===== src/rtl/core/mau_pkg.sv =====
// Shared types and constants of the modular arithmetic unit.
// Used by every module of the block; depends on nothing else.
`timescale 1ns / 1ps

package mau_pkg;

	// Operand, modulus and product widths.
	localparam int OP_W   = 32;
	localparam int MOD_W  = 31;
	localparam int PROD_W = 2 * MOD_W;
	localparam int RED_W  = 2 * OP_W;
	localparam int CNT_W  = $clog2(RED_W);
	localparam int FUNC_W = 3;

	// Reset value of the modulus register.
	localparam logic [MOD_W-1:0] MOD_RESET = MOD_W'(1000000007);

	// Configuration register indexes (word address).
	localparam logic REG_MODULUS = 1'b0;

	// Operation codes.
	localparam logic [FUNC_W-1:0] FN_ADD = 3'd0;
	localparam logic [FUNC_W-1:0] FN_SUB = 3'd1;
	localparam logic [FUNC_W-1:0] FN_MUL = 3'd2;
	localparam logic [FUNC_W-1:0] FN_POW = 3'd3;
	localparam logic [FUNC_W-1:0] FN_DIV = 3'd4;

	// Sources of the result register.
	localparam logic [2:0] RS_ZERO   = 3'd0;
	localparam logic [2:0] RS_ONE    = 3'd1;
	localparam logic [2:0] RS_ADDSUB = 3'd2;
	localparam logic [2:0] RS_ACC    = 3'd3;
	localparam logic [2:0] RS_LANE0  = 3'd4;

	// Operand selection of the multipliers.
	localparam logic [1:0] MS_MUL = 2'd0;
	localparam logic [1:0] MS_POW = 2'd1;
	localparam logic [1:0] MS_FIN = 2'd2;

	// Commands from the controller to the datapath.
	typedef struct packed {
		logic       load;
		logic       red_ops;
		logic       red_fix;
		logic       red_prod;
		logic       mul_load;
		logic [1:0] mul_sel;
		logic       pow_init;
		logic       pow_step;
		logic       res_set;
		logic [2:0] res_src;
		logic       out_load;
	} mau_cmd_t;

	// Status from the datapath to the controller.
	typedef struct packed {
		logic [FUNC_W-1:0] func;
		logic              m_zero;
		logic              m_one;
		logic              b_nonpos;
		logic              rb_zero;
		logic              exp_zero;
		logic              lane_done;
	} mau_sts_t;

endpackage


===== src/rtl/core/mau_ctrl.sv =====
// Controller of the modular arithmetic unit: sequences reduction, multiply
// and square-and-multiply steps, and owns the handshakes. Depends on mau_pkg.
`timescale 1ns / 1ps

module mau_ctrl import mau_pkg::*; (
	input  logic     clk,
	input  logic     arst_n,
	input  logic     in_valid,
	output logic     in_ready,
	output logic     out_valid,
	input  logic     out_ready,
	input  mau_sts_t sts,
	output mau_cmd_t cmd
);

	localparam logic [3:0] ST_IDLE      = 4'd0;
	localparam logic [3:0] ST_RED_START = 4'd1;
	localparam logic [3:0] ST_RED_WAIT  = 4'd2;
	localparam logic [3:0] ST_DISPATCH  = 4'd3;
	localparam logic [3:0] ST_MUL_LOAD  = 4'd4;
	localparam logic [3:0] ST_MUL_START = 4'd5;
	localparam logic [3:0] ST_MUL_WAIT  = 4'd6;
	localparam logic [3:0] ST_POW_CHECK = 4'd7;
	localparam logic [3:0] ST_POW_LOAD  = 4'd8;
	localparam logic [3:0] ST_POW_START = 4'd9;
	localparam logic [3:0] ST_POW_WAIT  = 4'd10;
	localparam logic [3:0] ST_FIN       = 4'd11;

	logic [3:0] state_q;
	logic [3:0] state_d;
	logic       out_valid_q;
	logic       accept;

	assign in_ready = (state_q == ST_IDLE);
	assign accept   = in_valid && in_ready;

	// Next state and command decode.
	always_comb begin
		state_d = state_q;
		cmd     = '0;
		case (state_q)
			ST_IDLE: begin
				if (accept) begin
					cmd.load = 1'b1;
					state_d  = ST_RED_START;
				end
			end
			ST_RED_START: begin
				cmd.red_ops = 1'b1;
				state_d     = ST_RED_WAIT;
			end
			ST_RED_WAIT: begin
				if (sts.lane_done) begin
					cmd.red_fix = 1'b1;
					state_d     = ST_DISPATCH;
				end
			end
			ST_DISPATCH: begin
				cmd.res_src = RS_ZERO;
				if (sts.m_zero || (sts.func > FN_DIV)) begin
					cmd.res_set = 1'b1;
					state_d     = ST_FIN;
				end else begin
					case (sts.func)
						FN_ADD, FN_SUB: begin
							cmd.res_set = 1'b1;
							cmd.res_src = RS_ADDSUB;
							state_d     = ST_FIN;
						end
						FN_MUL: begin
							state_d = ST_MUL_LOAD;
						end
						FN_POW: begin
							if (sts.b_nonpos) begin
								cmd.res_set = 1'b1;
								cmd.res_src = RS_ONE;
								state_d     = ST_FIN;
							end else begin
								cmd.pow_init = 1'b1;
								state_d      = ST_POW_CHECK;
							end
						end
						default: begin
							// Divide: a zero divisor or a trivial modulus gives zero.
							if (sts.rb_zero || sts.m_one) begin
								cmd.res_set = 1'b1;
								state_d     = ST_FIN;
							end else begin
								cmd.pow_init = 1'b1;
								state_d      = ST_POW_CHECK;
							end
						end
					endcase
				end
			end
			ST_MUL_LOAD: begin
				cmd.mul_load = 1'b1;
				cmd.mul_sel  = (sts.func == FN_MUL) ? MS_MUL : MS_FIN;
				state_d      = ST_MUL_START;
			end
			ST_MUL_START: begin
				cmd.red_prod = 1'b1;
				state_d      = ST_MUL_WAIT;
			end
			ST_MUL_WAIT: begin
				if (sts.lane_done) begin
					cmd.res_set = 1'b1;
					cmd.res_src = RS_LANE0;
					state_d     = ST_FIN;
				end
			end
			ST_POW_CHECK: begin
				if (!sts.exp_zero) begin
					state_d = ST_POW_LOAD;
				end else if (sts.func == FN_POW) begin
					cmd.res_set = 1'b1;
					cmd.res_src = RS_ACC;
					state_d     = ST_FIN;
				end else begin
					// Divide: multiply the dividend by the inverse just formed.
					state_d = ST_MUL_LOAD;
				end
			end
			ST_POW_LOAD: begin
				cmd.mul_load = 1'b1;
				cmd.mul_sel  = MS_POW;
				state_d      = ST_POW_START;
			end
			ST_POW_START: begin
				cmd.red_prod = 1'b1;
				state_d      = ST_POW_WAIT;
			end
			ST_POW_WAIT: begin
				if (sts.lane_done) begin
					cmd.pow_step = 1'b1;
					state_d      = ST_POW_CHECK;
				end
			end
			ST_FIN: begin
				if (!out_valid_q || out_ready) begin
					cmd.out_load = 1'b1;
					state_d      = ST_IDLE;
				end
			end
			default: begin
				state_d = ST_IDLE;
			end
		endcase
	end

	// State register and output valid flag.
	always_ff @(posedge clk or negedge arst_n) begin
		if (!arst_n) begin
			state_q     <= ST_IDLE;
			out_valid_q <= 1'b0;
		end else begin
			state_q <= state_d;
			if (cmd.out_load) begin
				out_valid_q <= 1'b1;
			end else if (out_ready) begin
				out_valid_q <= 1'b0;
			end
		end
	end

	assign out_valid = out_valid_q;

`ifndef ASSERT_OFF
	// The output register is only overwritten once its result has gone.
	a_out_free: assert property (@(posedge clk) disable iff (!arst_n)
		cmd.out_load |-> (!out_valid_q || out_ready))
		else $error("result overwritten before it was taken");

	// A lane completes only while the controller is waiting for it.
	a_done_waited: assert property (@(posedge clk) disable iff (!arst_n)
		sts.lane_done |-> (state_q == ST_RED_WAIT || state_q == ST_MUL_WAIT ||
			state_q == ST_POW_WAIT))
		else $error("reduction finished outside a wait state");

	// An accepted request always starts with the operand reduction.
	a_accept_start: assert property (@(posedge clk) disable iff (!arst_n)
		accept |=> (state_q == ST_RED_START))
		else $error("accepted request did not start reduction");

	// A produced result is presented in the following cycle.
	a_out_shown: assert property (@(posedge clk) disable iff (!arst_n)
		cmd.out_load |=> out_valid_q)
		else $error("loaded result not presented");
`endif

endmodule


===== config.mk =====
export PLATFORM = sky130hd
export DESIGN_NAME = mau_ctrl
export DESIGN_NICKNAME = d
export VERILOG_FILES = /design/src/rtl/core/mau_pkg.sv /design/src/rtl/core/mau_ctrl.sv
export SDC_FILE = /design/constraint.sdc
export NUM_CORES = 1
export LEC_CHECK = 0
export BUFFER_PORTS_ARGS = -buffer_cell sky130_fd_sc_hd__buf_2
export CORE_MARGIN = 8
export CORE_UTILIZATION = 45
export DETAILED_ROUTE_END_ITERATION = 8
export PLACE_DENSITY = 0.76
export RECOVER_POWER = 100
export SLEW_MARGIN = 20
export SYNTH_ARGS = -nofsm -noshare
export SYNTH_HDL_FRONTEND = slang
export SYNTH_SLANG_ARGS = --single-unit

===== constraint.sdc =====
create_clock -name clk -period 2.1 [get_ports clk]
set_clock_uncertainty 0.1 [all_clocks]
set_input_delay 0.21 -clock clk [delete_from_list [all_inputs] [get_ports clk]]
set_output_delay 0.21 -clock clk [all_outputs]
set_load 0.01 [all_outputs]

Word level (Yosys, flattened, before mapping) --
Cells that the tools add are included.
Storage, ports and cells: bits of input ports 13, output and inout bits 16, latch bits 0, memories kept 0, register bits 5, memory bits (writable) 0, ROM bits 0
Operators by class: $mul 0, divide/modulo/power cells 0, equality and inequality tests 19, order comparisons 1, muxes and demuxes 40, bitwise logic cells 0, shift-type cells 0, $add $sub $neg 0, reductions and logical operators 12
Operators with widths (count):
- 4-bit 2-to-1 mux | 14
- 4-bit one-hot mux with 12 select lines | 1
- 4-bit one-hot mux with 3 select lines | 2
- 1-bit 2-to-1 mux | 17
- 4-bit by 3-bit == test with 1-bit output (second input constant) | 4
- 4-bit == test (second input constant) | 4
- 3-bit one-hot mux with 2 select lines | 2
- 4-bit by 2-bit == test with 1-bit output (second input constant) | 2
- 2-bit != test (second input constant) | 4
- 3-bit by 2-bit == test with 1-bit output (second input constant) | 2
- 5-bit AND reduction | 1
- 4-bit by 1-bit == test with 1-bit output (second input constant) | 1
- 4-bit logical NOT | 1
- 2-bit OR reduction | 2
- 3-bit by 1-bit == test with 1-bit output (second input constant) | 1
- 3-bit greater-than comparator (second input constant) | 1
- 3-bit logical NOT | 1
- 1-bit logical OR | 3
- 3-bit 2-to-1 mux | 1
- 1-bit one-hot mux with 3 select lines | 1
- 3-bit OR reduction | 1
- 2-bit 2-to-1 mux | 1
- 2-bit by 1-bit != test with 1-bit output (second input constant) | 1
- 1-bit one-hot mux with 2 select lines | 1
- other kinds (3) | 3

Longest topological paths before layout --
Gate-level depths: netlist of the first run.
depth after elaboration 5, gate-level depth with buffers 5, depth with buffers taken out 4

Worst setup path after synthesis of the first run --
Ideal clock, no wire load.
path kind reg2out, start point register state_q[3], end point output cmd[8] in the netlist's numbering, arrival time 1290 ps, path slack 500 ps, stages on the path, launching flop included 4, path buffers 1, required time 1790 ps, cells stage by stage dfrtp_1 > buf_6 > nand2b_4 > a2111oi_1
RTL lines:
- start, declared | RTL line mau_ctrl.sv:29 | logic [3:0] state_q;
- start signal, assigned | RTL line mau_ctrl.sv:157 | state_q <= state_d;
- end, declared | RTL line mau_ctrl.sv:13 | output mau_cmd_t cmd

==> flow_metrics.py, run 1 <==
metrics = {
    "run_status": {
        "status": "finished, final reports clean",
    },
    "final_layout": {
        "seqCellArea_um2": 128,
        "layout.nets": 127,
        "fillers": 139,
        "antenna_cells": 0,
        "synthToLayoutAreaGrowth_pct": 21.0,
        "mostFrequentLayoutCells": "buf_2 (15), clkbuf_1 (14), nor2_1 (7)",
        "multi_input_area_um2": 492,
        "final_design_area_no_fill_um2": 830,
        "final_common_cell": "buf_2",
        "drive_above_1_share_pct": 31.0,
    },
    "setup_path": {
        "crit_type": "register to output port",
        "path_cells": "and2_1, nand4b_2, o21a_1, nor2_1, clkbuf_1",
        "cp-start-kind": "register",
        "regToRegEndpoint": "state_q[0]",
        "worst_ep_required_time_ns": 1.79,
        "r2r_setup_slack_ns": 0.31,
        "cp_max_fo": 10,
        "r2r-start": "state_q[1]",
        "cp-end-kind": "output port",
        "crit_slowest_cell": "dfrtp_1",
        "cp.arrival_ns": 1.66,
        "slowest_delay_ns": 0.52,
        "r2r_cells": 5,
    },
    "synth": {
        "ys_ff_latch": 5,
        "syn_nets": 96,
        "synthArstFlopShare_pct": 100,
        "ys.flop_type": "dfrtp_1",
        "syn_inst": 83,
        "synth_warnings": 0,
        "synth.area.top_cells": "dfrtp_1 (18%), nand2b_4 (4.0%), nor2_1 (3.8%)",
        "synth_edf_count": 0,
        "synth_top_area_share_pct": 18.2,
        "synth.distinct_cells": 45,
        "synth_top_cell_by_area": "dfrtp_1",
        "syn_area_um2": 686,
        "syn_avg_cell_area_um2": 8.26,
        "yosysSeqAreaShare_pct": 18.2,
    },
    "min_path": {
        "worstHoldPathType": "primary input to register",
        "worstHoldStart": "out_ready",
        "min_to": "out_valid",
        "min_delay_path_depth": 3,
    },
    "grt": {
        "grt_pass1_vias": 707,
        "antenna_found_initial": 0,
        "grt_pass1_wl_um": 3220,
        "track_usage_pct": 14.0,
        "overflow": 0,
        "grt_max_degree": 14,
    },
    "power_and_ir_drop": {
        "fin_total_pwr_uw": 1070,
        "peakVddDrop_mv": 0.437,
        "power_leakage_uw": 0.000351,
        "power_density_mw_per_mm2": 1290,
    },
    "timing": {
        "max_clock_freq_mhz": 508,
        "final_hold_viol_count": 0,
        "fin_tns_setup_ns": 0,
        "grt_setup_unrepaired": "no",
        "period_needed_ns": 1.97,
        "drv_slew": 0,
        "finalCritPeriodShare_pct": 93.8,
        "slew_headroom_pct": 73.2,
        "final-setup-viol-count": 0,
        "whs_ns": 0.192,
        "tightest_slew_ns": 0.400,
    },
    "routing": {
        "finalWirelength_um": 1980,
        "num_vias": 756,
        "dr.pass1.iters": 4,
        "drc": 0,
        "ant_nets": 0,
        "vias_per_cell": 5.86,
        "routedWlPerCell_um": 15.3,
        "drt_iter0_markers": 27,
    },
    "placement": {
        "place_area_um2": 825,
        "port_buffers": 28,
        "hpwl_um": 1510,
        "gp_congestion": 0.823,
    },
    "floorplanning": {
        "rows": 14,
        "die_w_um": 55.0,
        "die_height_um": 55.0,
        "initial_utilization_pct": 46.6,
        "io_pins": 29,
        "dieArea_mm2": 0.00303,
        "core-area_mm2": 0.00147,
    },
    "clock_tree": {
        "clock_path_buffers": 2,
        "clock_sinks": 5,
        "htree_levels": 1,
        "cts_tree": "yes",
        "clk_latency_ns": 0.25,
        "cts-root-buf": "clkbuf_4",
        "cts_inserted_buffers": 3,
        "clk_pin_slew_ns": 0.05,
    },
    "run": {
        "max_cap_violations": 0,
    },
}
==> worst max-delay path: cells and delay by family, from the launching register on <==
kind            cells  cell delay [ns]
buf+inv             1             0.16
flops               1             0.52
compound gates      1             0.20
simple gates        3             0.52
==> where the power goes <==
group | internal [uW] | switching, uW
Sequential | 146 | 133
Combinational | 302 | 369
Clock | 72.1 | 44.6
==> final cells by class <==
cell class	instances	share of cell area, %
sequential	5	15.4
clock buffer	4	3.17
timing repair buffer	31	17.9
tap	16	2.41
inverter	4	1.81
multi-input combinational	69	59.3
==> Yosys cell counts, types with 2 or more instances <==
cell type,n
nand2b_1,4
nand2b_4,2
buf_2,2
a22oi_1,2
o21ai_0,3
inv_1,4
nand3b_1,2
a211oi_1,2
nor3_1,5
nor2_1,7
buf_6,2
dfrtp_1,5
nand2_1,6
a21oi_1,4
nor2b_1,2
and2_1,2
==> worst max path at each step <==
stage               slack (ns)      to        from
floorplan                 0.50  cmd[8]  state_q[3]
global placement          0.37  cmd[2]  state_q[2]
detailed placement        0.31  cmd[2]  state_q[2]
CTS                       0.04  cmd[2]  state_q[2]
global route              0.02  cmd[1]  state_q[0]
finish                    0.13  cmd[1]  state_q[0]
==> metrics by stage <==
| step | util, % | std cells | setup WS [ns] |
|---|---|---|---|
| CTS | 58.5 | 129 | 0.0372 |
| finish | 56.4 | 129 | 0.130 |
| global placement | 56.0 | 124 | 0.371 |
| detailed placement | 56.0 | 124 | 0.311 |
| floorplan | - | 83 | 0.500 |
| global route | 56.4 | 129 | 0.0217 |
==> timing repair <==
item,in CTS,in global routing
endpoints found under the setup margin,0,6
gates resized for setup,0,2
setup buffers,0,0
hold buffers,1,0
hold endpoints to repair,5,0
==> logic make-up (layout without fill, tap and decap cells) <==
group	Yosys count	after routing	share of synthesized area [%]
multiplexers	1	1	1.46
AND/OR/NAND/NOR	44	44	44.5
flip-flops	5	5	18.2
buffers and inverters	9	39	7.48
AO/OA/AOI/OAI	24	24	28.3
==> flip-flops by register name (all words and copies together) (netlist names) <==
signal,cells
state_q,4
out_valid,1
==> routing by layer <==
layer	up-vias	track usage (%)	part of all wire (%)
li1	364	-	-
met1	354	17.0	41
met2	32	22.5	49
met3	6	1.60	6.6
met4	0	10.0	3.3
met5	-	0	0
No activity file was read; power rests on OpenSTA's default activity.
==> inputs of run 2 (changes only) <==
==> constraint.sdc (replaced) <==
create_clock -name clk -period 2.15 [get_ports clk]
set_clock_uncertainty 0.1 [all_clocks]
set_input_delay 0.215 -clock clk [delete_from_list [all_inputs] [get_ports clk]]
set_output_delay 0.215 -clock clk [all_outputs]
set_load 0.01 [all_outputs]
==> flow_metrics.py, run 2 (synthesis results as in run 1) <==
metrics = {
    "run_status": {
        "status": "finished, final reports clean",
    },
    "power_and_ir_drop": {
        "power_density_mw_per_mm2": 1230,
        "power_frac_comb_pct": 61.5,
        "pwr-share-seq_pct": 27.7,
        "p_sw_uw": 503,
        "fin_total_pwr_uw": 995,
        "peakVddDrop_mv": 0.564,
        "power_leakage_uw": 0.000362,
        "clkPwrFrac_pct": 10.9,
        "intPower_uw": 492,
        "switching_share_pct": 50.5,
    },
    "setup_path": {
        "crit_type": "register to output port",
        "cp-end-kind": "output port",
        "path_cells": "and2_1, nand4b_2, o22a_1, nor2_1, clkbuf_2",
        "cp.arrival_ns": 1.73,
        "slowest_delay_ns": 0.55,
        "crit_slowest_cell": "dfrtp_1",
        "cp_max_fo": 11,
        "cp-start-kind": "register",
        "crit_start": "state_q[0]",
        "r2r-start": "state_q[0]",
        "worst_ep_required_time_ns": 1.84,
    },
    "grt": {
        "antenna_found_initial": 0,
        "track_usage_pct": 12.6,
        "grt_max_degree": 15,
        "grt_pass1_wl_um": 2960,
        "overflow": 0,
        "grt_pass1_vias": 691,
    },
    "placement": {
        "port_buffers": 28,
        "hpwl_um": 1520,
        "gp_congestion": 0.786,
    },
    "timing": {
        "period_needed_ns": 2.04,
        "finalCritPeriodShare_pct": 95.0,
        "drv_slew": 0,
        "grt_setup_unrepaired": "no",
        "fin_tns_setup_ns": 0,
        "final_hold_viol_count": 0,
        "max_clock_freq_mhz": 489,
        "slew_headroom_pct": 68.5,
        "final-setup-viol-count": 0,
        "tightest_slew_ns": 0.473,
    },
    "clock_tree": {
        "cts-root-buf": "clkbuf_4",
        "cts_inserted_buffers": 3,
        "cts_tree": "yes",
        "htree_levels": 1,
        "clk_latency_ns": 0.24,
        "cts_setup_buffers": 0,
        "clock_path_buffers": 2,
        "clk_pin_slew_ns": 0.05,
        "clock_sinks": 5,
    },
    "routing": {
        "finalWirelength_um": 1870,
        "vias_per_cell": 5.90,
        "drc": 0,
        "drt_iter0_markers": 16,
        "num_vias": 755,
        "ant_nets": 0,
        "routedWlPerCell_um": 14.6,
        "dr.pass1.iters": 5,
    },
    "floorplanning": {
        "die_height_um": 55.0,
        "io_pins": 29,
        "rows": 14,
        "core-area_mm2": 0.00147,
        "initial_utilization_pct": 46.6,
        "die_w_um": 55.0,
        "dieArea_mm2": 0.00303,
    },
    "final_layout": {
        "antenna_cells": 0,
        "mostFrequentLayoutCells": "buf_2 (17), clkbuf_1 (11), nor2_1 (7)",
        "largest_register": "state_q",
        "drive_above_1_share_pct": 30.4,
        "final_common_cell": "buf_2",
        "synthToLayoutAreaGrowth_pct": 18.2,
        "largest_register_ffs": 4,
        "layout.nets": 126,
    },
    "min_path": {
        "worstHoldPathType": "primary input to register",
        "worstHoldStart": "out_ready",
    },
    "run": {
        "max_cap_violations": 0,
    },
}
## run 2: final cells by class
cell class / instances / area, um^2
clock buffer: 4 / 26.3
fill: 164 / 661
inverter: 4 / 15.0
multi-input combinational: 69 / 478
sequential: 5 / 126
tap: 16 / 20.0
timing repair buffer: 30 / 145
## run 2: worst max-delay path, delay by kind of cell (launching register included)
kind / cells / cell delay [ns]
AOI/OAI and AO/OA: 1 / 0.23
buffers and inverters: 1 / 0.13
DFF: 1 / 0.55
and+or+nand+nor: 3 / 0.57
## run 2: power groups by stage
stage | registers (uW) | logic, uW | clock network (uW)
after global placement | 287 | 653 | 0
after CTS | 289 | 666 | 109
final | 275 | 611 | 108
after detailed placement | 294 | 660 | 0
after global routing | 286 | 677 | 120
after floorplan | 190 | 605 | 0
## run 2: worst paths after layout
kind	to	slack, ns	depth (start not counted)
worst max-delay path	cmd[2]	0.11	5
worst min-delay path	out_valid	0.21	3
worst max register to register	state_q[3]	0.40	5
worst min register to register	out_valid	0.45	2
max in group asynchronous	state_q[1]	1.46	2
min in group asynchronous	out_valid	0.27	2
## run 2: stage by stage
stage | setup WS [ns] | hold WS [ns] | utilization (%) | cell area, um^2 | std cells
floorplan | 0.545 | -0.181 | - | 686 | 83
global placement | 0.318 | -0.0718 | 55.5 | 817 | 123
detailed placement | 0.276 | -0.0684 | 55.5 | 817 | 123
CTS | 0.0400 | 0.210 | 58.0 | 853 | 128
global route | 0.0276 | 0.228 | 55.1 | 811 | 128
finish | 0.107 | 0.212 | 55.1 | 811 | 128
## run 2: layer usage
metal | GRT usage [%] | vias to the layer above | part of all wire (%) | wire length (um)
li1 | - | 367 | - | -
met1 | 15.6 | 350 | 41 | 758
met2 | 22.6 | 36 | 50 | 938
met3 | 1.60 | 2 | 8.6 | 161
met4 | 2.40 | 0 | 0.32 | 6
met5 | 0 | - | 0 | 0
## run 2: repair_timing
action / CTS / global route
endpoints found under the hold margin: 5 / 0
endpoints found under the setup margin: 0 / 2
gates resized for setup: 0 / 1
hold buffers: 1 / 0
